**src/sv/mks_pkg.sv**
```systemverilog
// Shared types, constants, pattern lookup and microcode encoding for the Morse keying sequencer.
package mks_pkg;

    // Dit length reset value and derived dah length
    localparam logic [15:0] DIT_RESET = 16'd7000;
    localparam logic [17:0] DAH_RESET = 18'(DIT_RESET) * 18'd3;

    // Largest element count a pattern may carry
    localparam logic [2:0] MAX_ELEMS = 3'd5;

    // Input and result items
    typedef struct packed {
        logic [7:0] character;
        logic       message_end;
    } t_in_item;

    typedef struct packed {
        logic        key_on;
        logic [17:0] duration_ticks;
        logic        run_last;
    } t_out_item;

    // Microprogram counter
    typedef logic [2:0] t_pc;

    // Segment duration select
    typedef enum logic [1:0] {
        DUR_DIT,
        DUR_DAH,
        DUR_ELEM
    } t_dur_sel;

    // run_last select
    typedef enum logic [1:0] {
        LAST_NO,
        LAST_YES,
        LAST_NOT_END
    } t_last_sel;

    // Sequencing condition
    typedef enum logic [2:0] {
        COND_NONE,      // fall through to pc + 1
        COND_ALWAYS,    // jump to target
        COND_CNT_ZERO,  // jump to target (no segment) when no elements remain
        COND_END_CLR,   // finish when message_end is clear, else fall through
        COND_FINISH     // finish
    } t_cond;

    // One microcode control word
    typedef struct packed {
        logic      emit;
        logic      key_on;
        t_dur_sel  dur_sel;
        t_last_sel last_sel;
        logic      shift;
        t_cond     cond;
        t_pc       target;
    } t_uword;

    // Step controls passed from sequencer to datapath
    typedef struct packed {
        logic      load;
        logic      fire;
        logic      key_on;
        t_dur_sel  dur_sel;
        t_last_sel last_sel;
        logic      shift;
    } t_dp_ctrl;

    // Datapath status seen by the sequencer
    typedef struct packed {
        logic cnt_zero;
        logic end_flag;
        logic out_free;
    } t_dp_stat;

    // Microprogram addresses
    localparam t_pc PC_ELEM_ON  = 3'd0;
    localparam t_pc PC_ELEM_OFF = 3'd1;
    localparam t_pc PC_CHAR_GAP = 3'd2;
    localparam t_pc PC_END_GAP1 = 3'd3;
    localparam t_pc PC_END_GAP2 = 3'd4;

    // Packed pattern: count in [7:5], elements in [4:0], first in bit 4, 1 = dit
    function automatic logic [7:0] pattern_lookup(input logic [7:0] ch);
        logic [7:0] pat;
        pat = 8'h00;
        unique case (ch)
            "A": pat = 8'h50;  "B": pat = 8'h8E;  "C": pat = 8'h8A;  "D": pat = 8'h6C;
            "E": pat = 8'h30;  "F": pat = 8'h9A;  "G": pat = 8'h64;  "H": pat = 8'h9E;
            "I": pat = 8'h58;  "J": pat = 8'h90;  "K": pat = 8'h68;  "L": pat = 8'h96;
            "M": pat = 8'h40;  "N": pat = 8'h48;  "O": pat = 8'h60;  "P": pat = 8'h92;
            "Q": pat = 8'h84;  "R": pat = 8'h74;  "S": pat = 8'h7C;  "T": pat = 8'h20;
            "U": pat = 8'h78;  "V": pat = 8'h9C;  "W": pat = 8'h70;  "X": pat = 8'h8C;
            "Y": pat = 8'h88;  "Z": pat = 8'h86;
            "0": pat = 8'hA0;  "1": pat = 8'hB0;  "2": pat = 8'hB8;  "3": pat = 8'hBC;
            "4": pat = 8'hBE;  "5": pat = 8'hBF;  "6": pat = 8'hAF;  "7": pat = 8'hA7;
            "8": pat = 8'hA3;  "9": pat = 8'hA1;
            default: pat = 8'h00;
        endcase
        return pat;
    endfunction

endpackage

```
**src/sv/morse_keying_sequencer.sv**
```systemverilog
// Top level: microcoded Morse keying sequencer with step counter and jump logic.
//
// Input channel (i_in_valid / o_in_stall / i_in_item): one character byte and an
// end-of-message flag per item. Output channel (o_out_valid / i_out_stall /
// o_out_item): one keying segment per item, key on/off, duration in ticks, and
// run_last on the final segment of each character.
// Config: i_cfg_we writes i_cfg_data as the dit length in ticks; dah and the
// character gap are three dits. Write only while the block is idle.
// One character at a time: o_in_stall is high from acceptance until the last
// segment is loaded into the output register. The microprogram runs one step
// per cycle while the output register is free: 2 steps per element, 1 step for
// the empty-element check, 1 for the character gap and 2 more for the
// end-of-message gaps. A character may be accepted while the last segment
// of the previous one still waits in the output register.
// Output stall freezes the step counter; no segment is lost or repeated.
// Reset (synchronous, active low) idles the sequencer, empties the output
// register and restores the dit length to 7000 ticks.
module morse_keying_sequencer
    import mks_pkg::*;
(
    input  logic        i_clk,
    input  logic        i_rst_n,
    input  logic        i_cfg_we,
    input  logic [15:0] i_cfg_data,
    input  logic        i_in_valid,
    output logic        o_in_stall,
    input  t_in_item    i_in_item,
    output logic        o_out_valid,
    input  logic        i_out_stall,
    output t_out_item   o_out_item
);

    logic     r_busy;
    logic     n_busy;
    t_pc      r_pc;
    t_pc      n_pc;
    t_uword   uword;
    t_dp_ctrl ctrl;
    t_dp_stat stat;
    logic     step;
    logic     taken;
    logic     finish;
    logic     accept;

    mks_ucode_rom u_rom (
        .i_pc    (r_pc),
        .o_uword (uword)
    );

    mks_datapath u_dp (
        .i_clk       (i_clk),
        .i_rst_n     (i_rst_n),
        .i_cfg_we    (i_cfg_we),
        .i_cfg_data  (i_cfg_data),
        .i_in_item   (i_in_item),
        .i_ctrl      (ctrl),
        .o_stat      (stat),
        .o_out_valid (o_out_valid),
        .i_out_stall (i_out_stall),
        .o_out_item  (o_out_item)
    );

    assign accept     = i_in_valid && !r_busy;
    assign step       = r_busy && stat.out_free;
    assign o_in_stall = r_busy;

    // Condition evaluation, next pc and busy
    always_comb begin
        taken  = 1'b0;
        finish = 1'b0;
        unique case (uword.cond)
            COND_NONE:     taken = 1'b0;
            COND_ALWAYS:   taken = 1'b1;
            COND_CNT_ZERO: taken = stat.cnt_zero;
            COND_END_CLR:  finish = !stat.end_flag;
            COND_FINISH:   finish = 1'b1;
            default:       finish = 1'b1;
        endcase

        n_pc   = r_pc;
        n_busy = r_busy;
        if (accept) begin
            n_pc   = PC_ELEM_ON;
            n_busy = 1'b1;
        end else if (step) begin
            n_pc = taken ? uword.target : r_pc + t_pc'(1);
            if (finish) begin
                n_busy = 1'b0;
            end
        end

        // A taken empty-element jump emits nothing
        ctrl = '{load: accept,
                 fire: step && uword.emit && !(uword.cond == COND_CNT_ZERO && taken),
                 key_on: uword.key_on, dur_sel: uword.dur_sel,
                 last_sel: uword.last_sel, shift: uword.shift};
    end

    // Step counter and busy flag
    always_ff @(posedge i_clk) begin
        if (!i_rst_n) begin
            r_busy <= 1'b0;
            r_pc   <= PC_ELEM_ON;
        end else begin
            r_busy <= n_busy;
            r_pc   <= n_pc;
        end
    end

endmodule

```
**src/sv/mks_ucode_rom.sv**
```systemverilog
// Microprogram ROM: one control word per sequencer step.
module mks_ucode_rom
    import mks_pkg::*;
(
    input  t_pc    i_pc,
    output t_uword o_uword
);

    // Program: element on, element gap (loop), char gap, two end gaps
    always_comb begin
        unique case (i_pc)
            PC_ELEM_ON: begin
                o_uword = '{emit: 1'b1, key_on: 1'b1, dur_sel: DUR_ELEM,
                            last_sel: LAST_NO, shift: 1'b0,
                            cond: COND_CNT_ZERO, target: PC_CHAR_GAP};
            end
            PC_ELEM_OFF: begin
                o_uword = '{emit: 1'b1, key_on: 1'b0, dur_sel: DUR_DIT,
                            last_sel: LAST_NO, shift: 1'b1,
                            cond: COND_ALWAYS, target: PC_ELEM_ON};
            end
            PC_CHAR_GAP: begin
                o_uword = '{emit: 1'b1, key_on: 1'b0, dur_sel: DUR_DAH,
                            last_sel: LAST_NOT_END, shift: 1'b0,
                            cond: COND_END_CLR, target: PC_ELEM_ON};
            end
            PC_END_GAP1: begin
                o_uword = '{emit: 1'b1, key_on: 1'b0, dur_sel: DUR_DAH,
                            last_sel: LAST_NO, shift: 1'b0,
                            cond: COND_NONE, target: PC_ELEM_ON};
            end
            PC_END_GAP2: begin
                o_uword = '{emit: 1'b1, key_on: 1'b0, dur_sel: DUR_DAH,
                            last_sel: LAST_YES, shift: 1'b0,
                            cond: COND_FINISH, target: PC_ELEM_ON};
            end
            default: begin
                o_uword = '{emit: 1'b0, key_on: 1'b0, dur_sel: DUR_DIT,
                            last_sel: LAST_NO, shift: 1'b0,
                            cond: COND_FINISH, target: PC_ELEM_ON};
            end
        endcase
    end

endmodule

```
**src/sv/mks_datapath.sv**
```systemverilog
// Datapath: dit/dah registers, element shift register and count, result output register.
module mks_datapath
    import mks_pkg::*;
(
    input  logic      i_clk,
    input  logic      i_rst_n,
    input  logic      i_cfg_we,
    input  logic [15:0] i_cfg_data,
    input  t_in_item  i_in_item,
    input  t_dp_ctrl  i_ctrl,
    output t_dp_stat  o_stat,
    output logic      o_out_valid,
    input  logic      i_out_stall,
    output t_out_item o_out_item
);

    logic [15:0] r_dit;
    logic [17:0] r_dah;
    logic [4:0]  r_bits;
    logic [2:0]  r_cnt;
    logic        r_end;
    logic        r_out_valid;
    t_out_item   r_out_item;

    logic [7:0]  pat;
    logic [2:0]  pat_cnt;
    logic [17:0] dit_ext;
    logic [17:0] n_dur;
    logic        n_last;
    logic        out_free;

    assign dit_ext  = {2'b00, r_dit};
    assign pat      = pattern_lookup(i_in_item.character);
    assign pat_cnt  = (pat[7:5] > MAX_ELEMS) ? MAX_ELEMS : pat[7:5];
    assign out_free = !r_out_valid || !i_out_stall;

    // Dit length register; dah precomputed on write
    always_ff @(posedge i_clk) begin
        if (!i_rst_n) begin
            r_dit <= DIT_RESET;
            r_dah <= DAH_RESET;
        end else if (i_cfg_we) begin
            r_dit <= i_cfg_data;
            r_dah <= {1'b0, i_cfg_data, 1'b0} + {2'b00, i_cfg_data};
        end
    end

    // Element pattern: load on accept, shift out one element per gap
    always_ff @(posedge i_clk) begin
        if (i_ctrl.load) begin
            r_bits <= pat[4:0];
            r_cnt  <= pat_cnt;
            r_end  <= i_in_item.message_end;
        end else if (i_ctrl.fire && i_ctrl.shift) begin
            r_bits <= {r_bits[3:0], 1'b0};
            r_cnt  <= r_cnt - 3'd1;
        end
    end

    // Segment fields for this step
    always_comb begin
        unique case (i_ctrl.dur_sel)
            DUR_DIT:  n_dur = dit_ext;
            DUR_DAH:  n_dur = r_dah;
            DUR_ELEM: n_dur = r_bits[4] ? dit_ext : r_dah;
            default:  n_dur = dit_ext;
        endcase
        unique case (i_ctrl.last_sel)
            LAST_NO:      n_last = 1'b0;
            LAST_YES:     n_last = 1'b1;
            LAST_NOT_END: n_last = !r_end;
            default:      n_last = 1'b0;
        endcase
    end

    // Output register
    always_ff @(posedge i_clk) begin
        if (!i_rst_n) begin
            r_out_valid <= 1'b0;
        end else if (i_ctrl.fire) begin
            r_out_valid <= 1'b1;
        end else if (!i_out_stall) begin
            r_out_valid <= 1'b0;
        end
    end

    always_ff @(posedge i_clk) begin
        if (i_ctrl.fire) begin
            r_out_item <= '{key_on: i_ctrl.key_on, duration_ticks: n_dur,
                            run_last: n_last};
        end
    end

    assign o_stat      = '{cnt_zero: (r_cnt == 3'd0), end_flag: r_end, out_free: out_free};
    assign o_out_valid = r_out_valid;
    assign o_out_item  = r_out_item;

endmodule

```
**config.mk**
```make
export PLATFORM = sky130hd
export DESIGN_NAME = morse_keying_sequencer
export DESIGN_NICKNAME = d
export VERILOG_FILES = /design/src/sv/mks_pkg.sv /design/src/sv/morse_keying_sequencer.sv /design/src/sv/mks_ucode_rom.sv /design/src/sv/mks_datapath.sv
export SDC_FILE = /design/constraint.sdc
export NUM_CORES = 1
export LEC_CHECK = 0
export BUFFER_PORTS_ARGS = -buffer_cell sky130_fd_sc_hd__buf_2
export CORE_UTILIZATION = 45
export DETAILED_ROUTE_END_ITERATION = 6
export GPL_TIMING_DRIVEN = 0
export PLACE_DENSITY = 0.72
export SLEW_MARGIN = 0
export SYNTH_ARGS = -nofsm -noshare
export SYNTH_HDL_FRONTEND = slang
export SYNTH_SLANG_ARGS = --single-unit
```
**constraint.sdc**
```tcl
create_clock -name i_clk -period 5.7 [get_ports i_clk]
set_input_delay 1.14 -clock i_clk [delete_from_list [all_inputs] [get_ports i_clk]]
set_output_delay 1.14 -clock i_clk [all_outputs]
set_load 0.01 [all_outputs]
```
==> results.json <==
{
  "clockBufferDepth": 2,
  "synth.top_cell.area_share": 0.213,
  "hold_path_end": "u_dp.r_dah[16]",
  "cts-resized-gates": 0,
  "synth_cell_types": 63,
  "dp.cells": 590,
  "synth_seq_cells": 67,
  "holdCritStartpoint": "u_dp.r_dah[16]",
  "htree_levels": 3,
  "min_period_over_period": 0.514,
  "grt_pass1_vias": 3248,
  "dr.pass1.iters": 5,
  "leakagePower_nw": 1.99,
  "final_nets": 554,
  "numCtsBuffers": 9,
  "relSlewSlack": 0.536,
  "cts.sinks": 67,
  "setup_tns_ns": 0,
  "path_class": "in2reg",
  "grt_pass1_wl_um": 15400,
  "drv_cap": 0,
  "postSynthCellCount": 433,
  "peakVddDrop_mv": 0.119,
  "hold_violations": 0,
  "insertion_delay_ns": 0.34,
  "setup_viol": 0,
  "r2r_cells": 8,
  "endpoint_kind": "flop",
  "cp_max_fo": 4,
  "vias_per_cell": 5.67,
  "setup_slack_ns": 2.77,
  "gp_congestion": 0.944,
  "cts_tree": "built",
  "pre_cts_ws_ns": 2.46,
  "die_y_um": 97.3,
  "tightest_slew_ns": 0.697,
  "reg2reg_slack_ns": 3.32,
  "critPathLaunchType": "primary input",
  "cts_hold_buf": 0,
  "wirelength_um": 9340,
  "slew_violations": 0,
  "status": "completed",
  "crit_chain": "buf_2 > ha_1 > a211oi_1 > o211ai_1 > a211o_1 > o32ai_1 > xor2_1 > o22ai_1",
  "root_buffer": "clkbuf_8",
  "die_w_um": 97.3,
  "slowest_stage": "a211oi_1",
  "path_clk_slew_ns": 0.08,
  "max_freq_ghz": 0.342,
  "fin_area_um2": 4720,
  "synth_edf_count": 29,
  "syn_area_per_cell_um2": 9.45,
  "crit_family": "compound AO/OA/AOI/OAI gates",
  "drive_gt1_frac": 0.179,
  "grt_max_degree": 18,
  "synthArstFlopShare": 0,
  "ios": 52,
  "synth_area_um2": 4090,
  "r2r_end": "u_dp.o_out_item[10]",
  "worst-path-stages": 8,
  "overflow": 0,
  "synthFlopType": "dfxtp_1",
  "ys_seq_area_frac": 0.399,
  "avgRoutedWirePerCell_um": 15.4,
  "post_cts_buffers": 0,
  "path_buf_inv": 1,
  "num_antenna_cells": 0,
  "cp.arrival_ns": 3.14,
  "core_um2": 8760,
  "max_stage_delay_ns": 0.38,
  "start_util": 0.467,
  "fin_skew_ns": 0.00717,
  "track_usage": 0.201,
  "mostFrequentLayoutCell": "buf_2",
  "p_per_area_nw_per_um2": 292,
  "period_minus_slack_ns": 2.93,
  "row_count": 34,
  "die_area_um2": 9470,
  "crit_required_ns": 5.91,
  "finalNonFillerCells": 606,
  "drc": 0,
  "holdPathStages": 2,
  "rr_startpoint": "r_pc[1]",
  "syn_nets": 494,
  "vias": 3434,
  "dp_hpwl_um": 7140,
  "ys.warnings.count": 0,
  "numPortBuffers": 48,
  "ys_top_cells_by_area": "edfxtp_1 (21%), dfxtp_1 (19%), ha_1 (9.2%), mux2i_1 (5.1%), a21oi_1 (3.4%)",
  "rsz0062_at_grt": "false",
  "yosysTopAreaCell": "edfxtp_1",
  "drt_iter0_drc": 156,
  "area_growth_pct": 15.5,
  "mostFrequentLayoutCells": "buf_2 (54), dfxtp_1 (38), nor2_1 (36)",
  "ant_nets": 0,
  "post_dp_cell_area_um2": 4480,
  "hp-class": "reg2reg",
  "fin_hold_ws_ns": 0.474,
  "antenna_found_initial": 0
}
[worst reg2reg max path, delay by kind of cell (launching register included)]
kind,cells,cell delay (ns)
adders and majority gates,1,0.27
DFF,1,0.37
buffers and inverters,3,0.50
and+or+nand+nor,2,0.65
AOI/OAI and AO/OA,2,0.35
[per-layer routing]
layer / global-route usage / routed length (µm) / vias up / share of wire
li1: - / - / 1713 / -
met1: 0.261 / 4310 / 1612 / 0.46
met2: 0.331 / 4430 / 97 / 0.47
met3: 0.0453 / 457 / 12 / 0.049
met4: 0.0690 / 141 / 0 / 0.015
met5: 0 / 0 / - / 0
[cells by family (layout without fill, tap and decap cells)]
family / count (synthesis) / count (layout) / synth area share
buffers and inverters: 44 / 109 / 0.0450
AO/OA/AOI/OAI: 135 / 135 / 0.227
multiplexers: 24 / 24 / 0.0624
AND/OR/NAND/NOR: 121 / 121 / 0.146
adder cells (fa/ha/maj): 31 / 31 / 0.0967
flip-flops: 67 / 67 / 0.399
XOR/XNOR: 11 / 11 / 0.0236
[per-stage QoR]
stage	total power [mW]	utilization
6_report	1.38	0.539
3_5_place_dp	0.915	0.512
4_1_cts	1.39	0.539
2_1_floorplan	0.818	-
5_1_grt	1.45	0.539
3_3_place_gp	0.900	0.510
[flip-flops by register name, summed over array words and instances, names as in the netlist]
name / count
u_dp.r_cnt: 3
o_in_stall: 1
u_dp.r_dit: 15
u_dp.o_out_item: 20
u_dp.r_end: 1
r_pc: 3
u_dp.o_out_valid: 1
u_dp.r_bits: 5
u_dp.r_dah: 18
[how the worst max path moves through the flow]
stage	startpoint	endpoint	slack, ns
finish	i_cfg_data[1]	u_dp.r_dah[16]	2.77
global route	i_cfg_data[1]	u_dp.r_dah[15]	2.64
CTS	i_cfg_data[1]	u_dp.r_dah[16]	2.82
detailed placement	i_cfg_data[1]	u_dp.r_dah[16]	2.46
global placement	i_out_stall	u_dp.o_out_item[18]	1.98
floorplan	i_out_stall	u_dp.o_out_item[0]	2.64
[report_power, final]
group	switching [mW]	leakage (nW)	internal (mW)
registers	0.0203	0.591	0.560
clock network	0.184	0.119	0.290
logic	0.190	1.28	0.137
[area by class of cell]
type                    count  area [µm²]
flip-flops and latches     67        1630
multi-input cells         322        2280
well taps                 108         135
repair buffers             49         251
clock inverters             7         116
plain buffers              22         101
fillers                   797        4040
clock buffers               9         124
inverters                  22        82.6
[cells in the mapped netlist (all sizes together) (5+ instances only)]
library cell / number
dfxtp: 38
nor2: 36
o21ai: 35
nand2: 34
ha: 30
edfxtp: 29
a21oi: 28
inv: 22
mux2i: 21
a22o: 15
nand2b: 12
buf: 11
clkbuf: 11
a211oi: 9
nor3: 8
o211ai: 7
xor2: 7
a21o: 6
nand3: 6
nand3b: 5
nor2b: 5
o21a: 5
No activity file was read; power rests on OpenSTA's default activity.
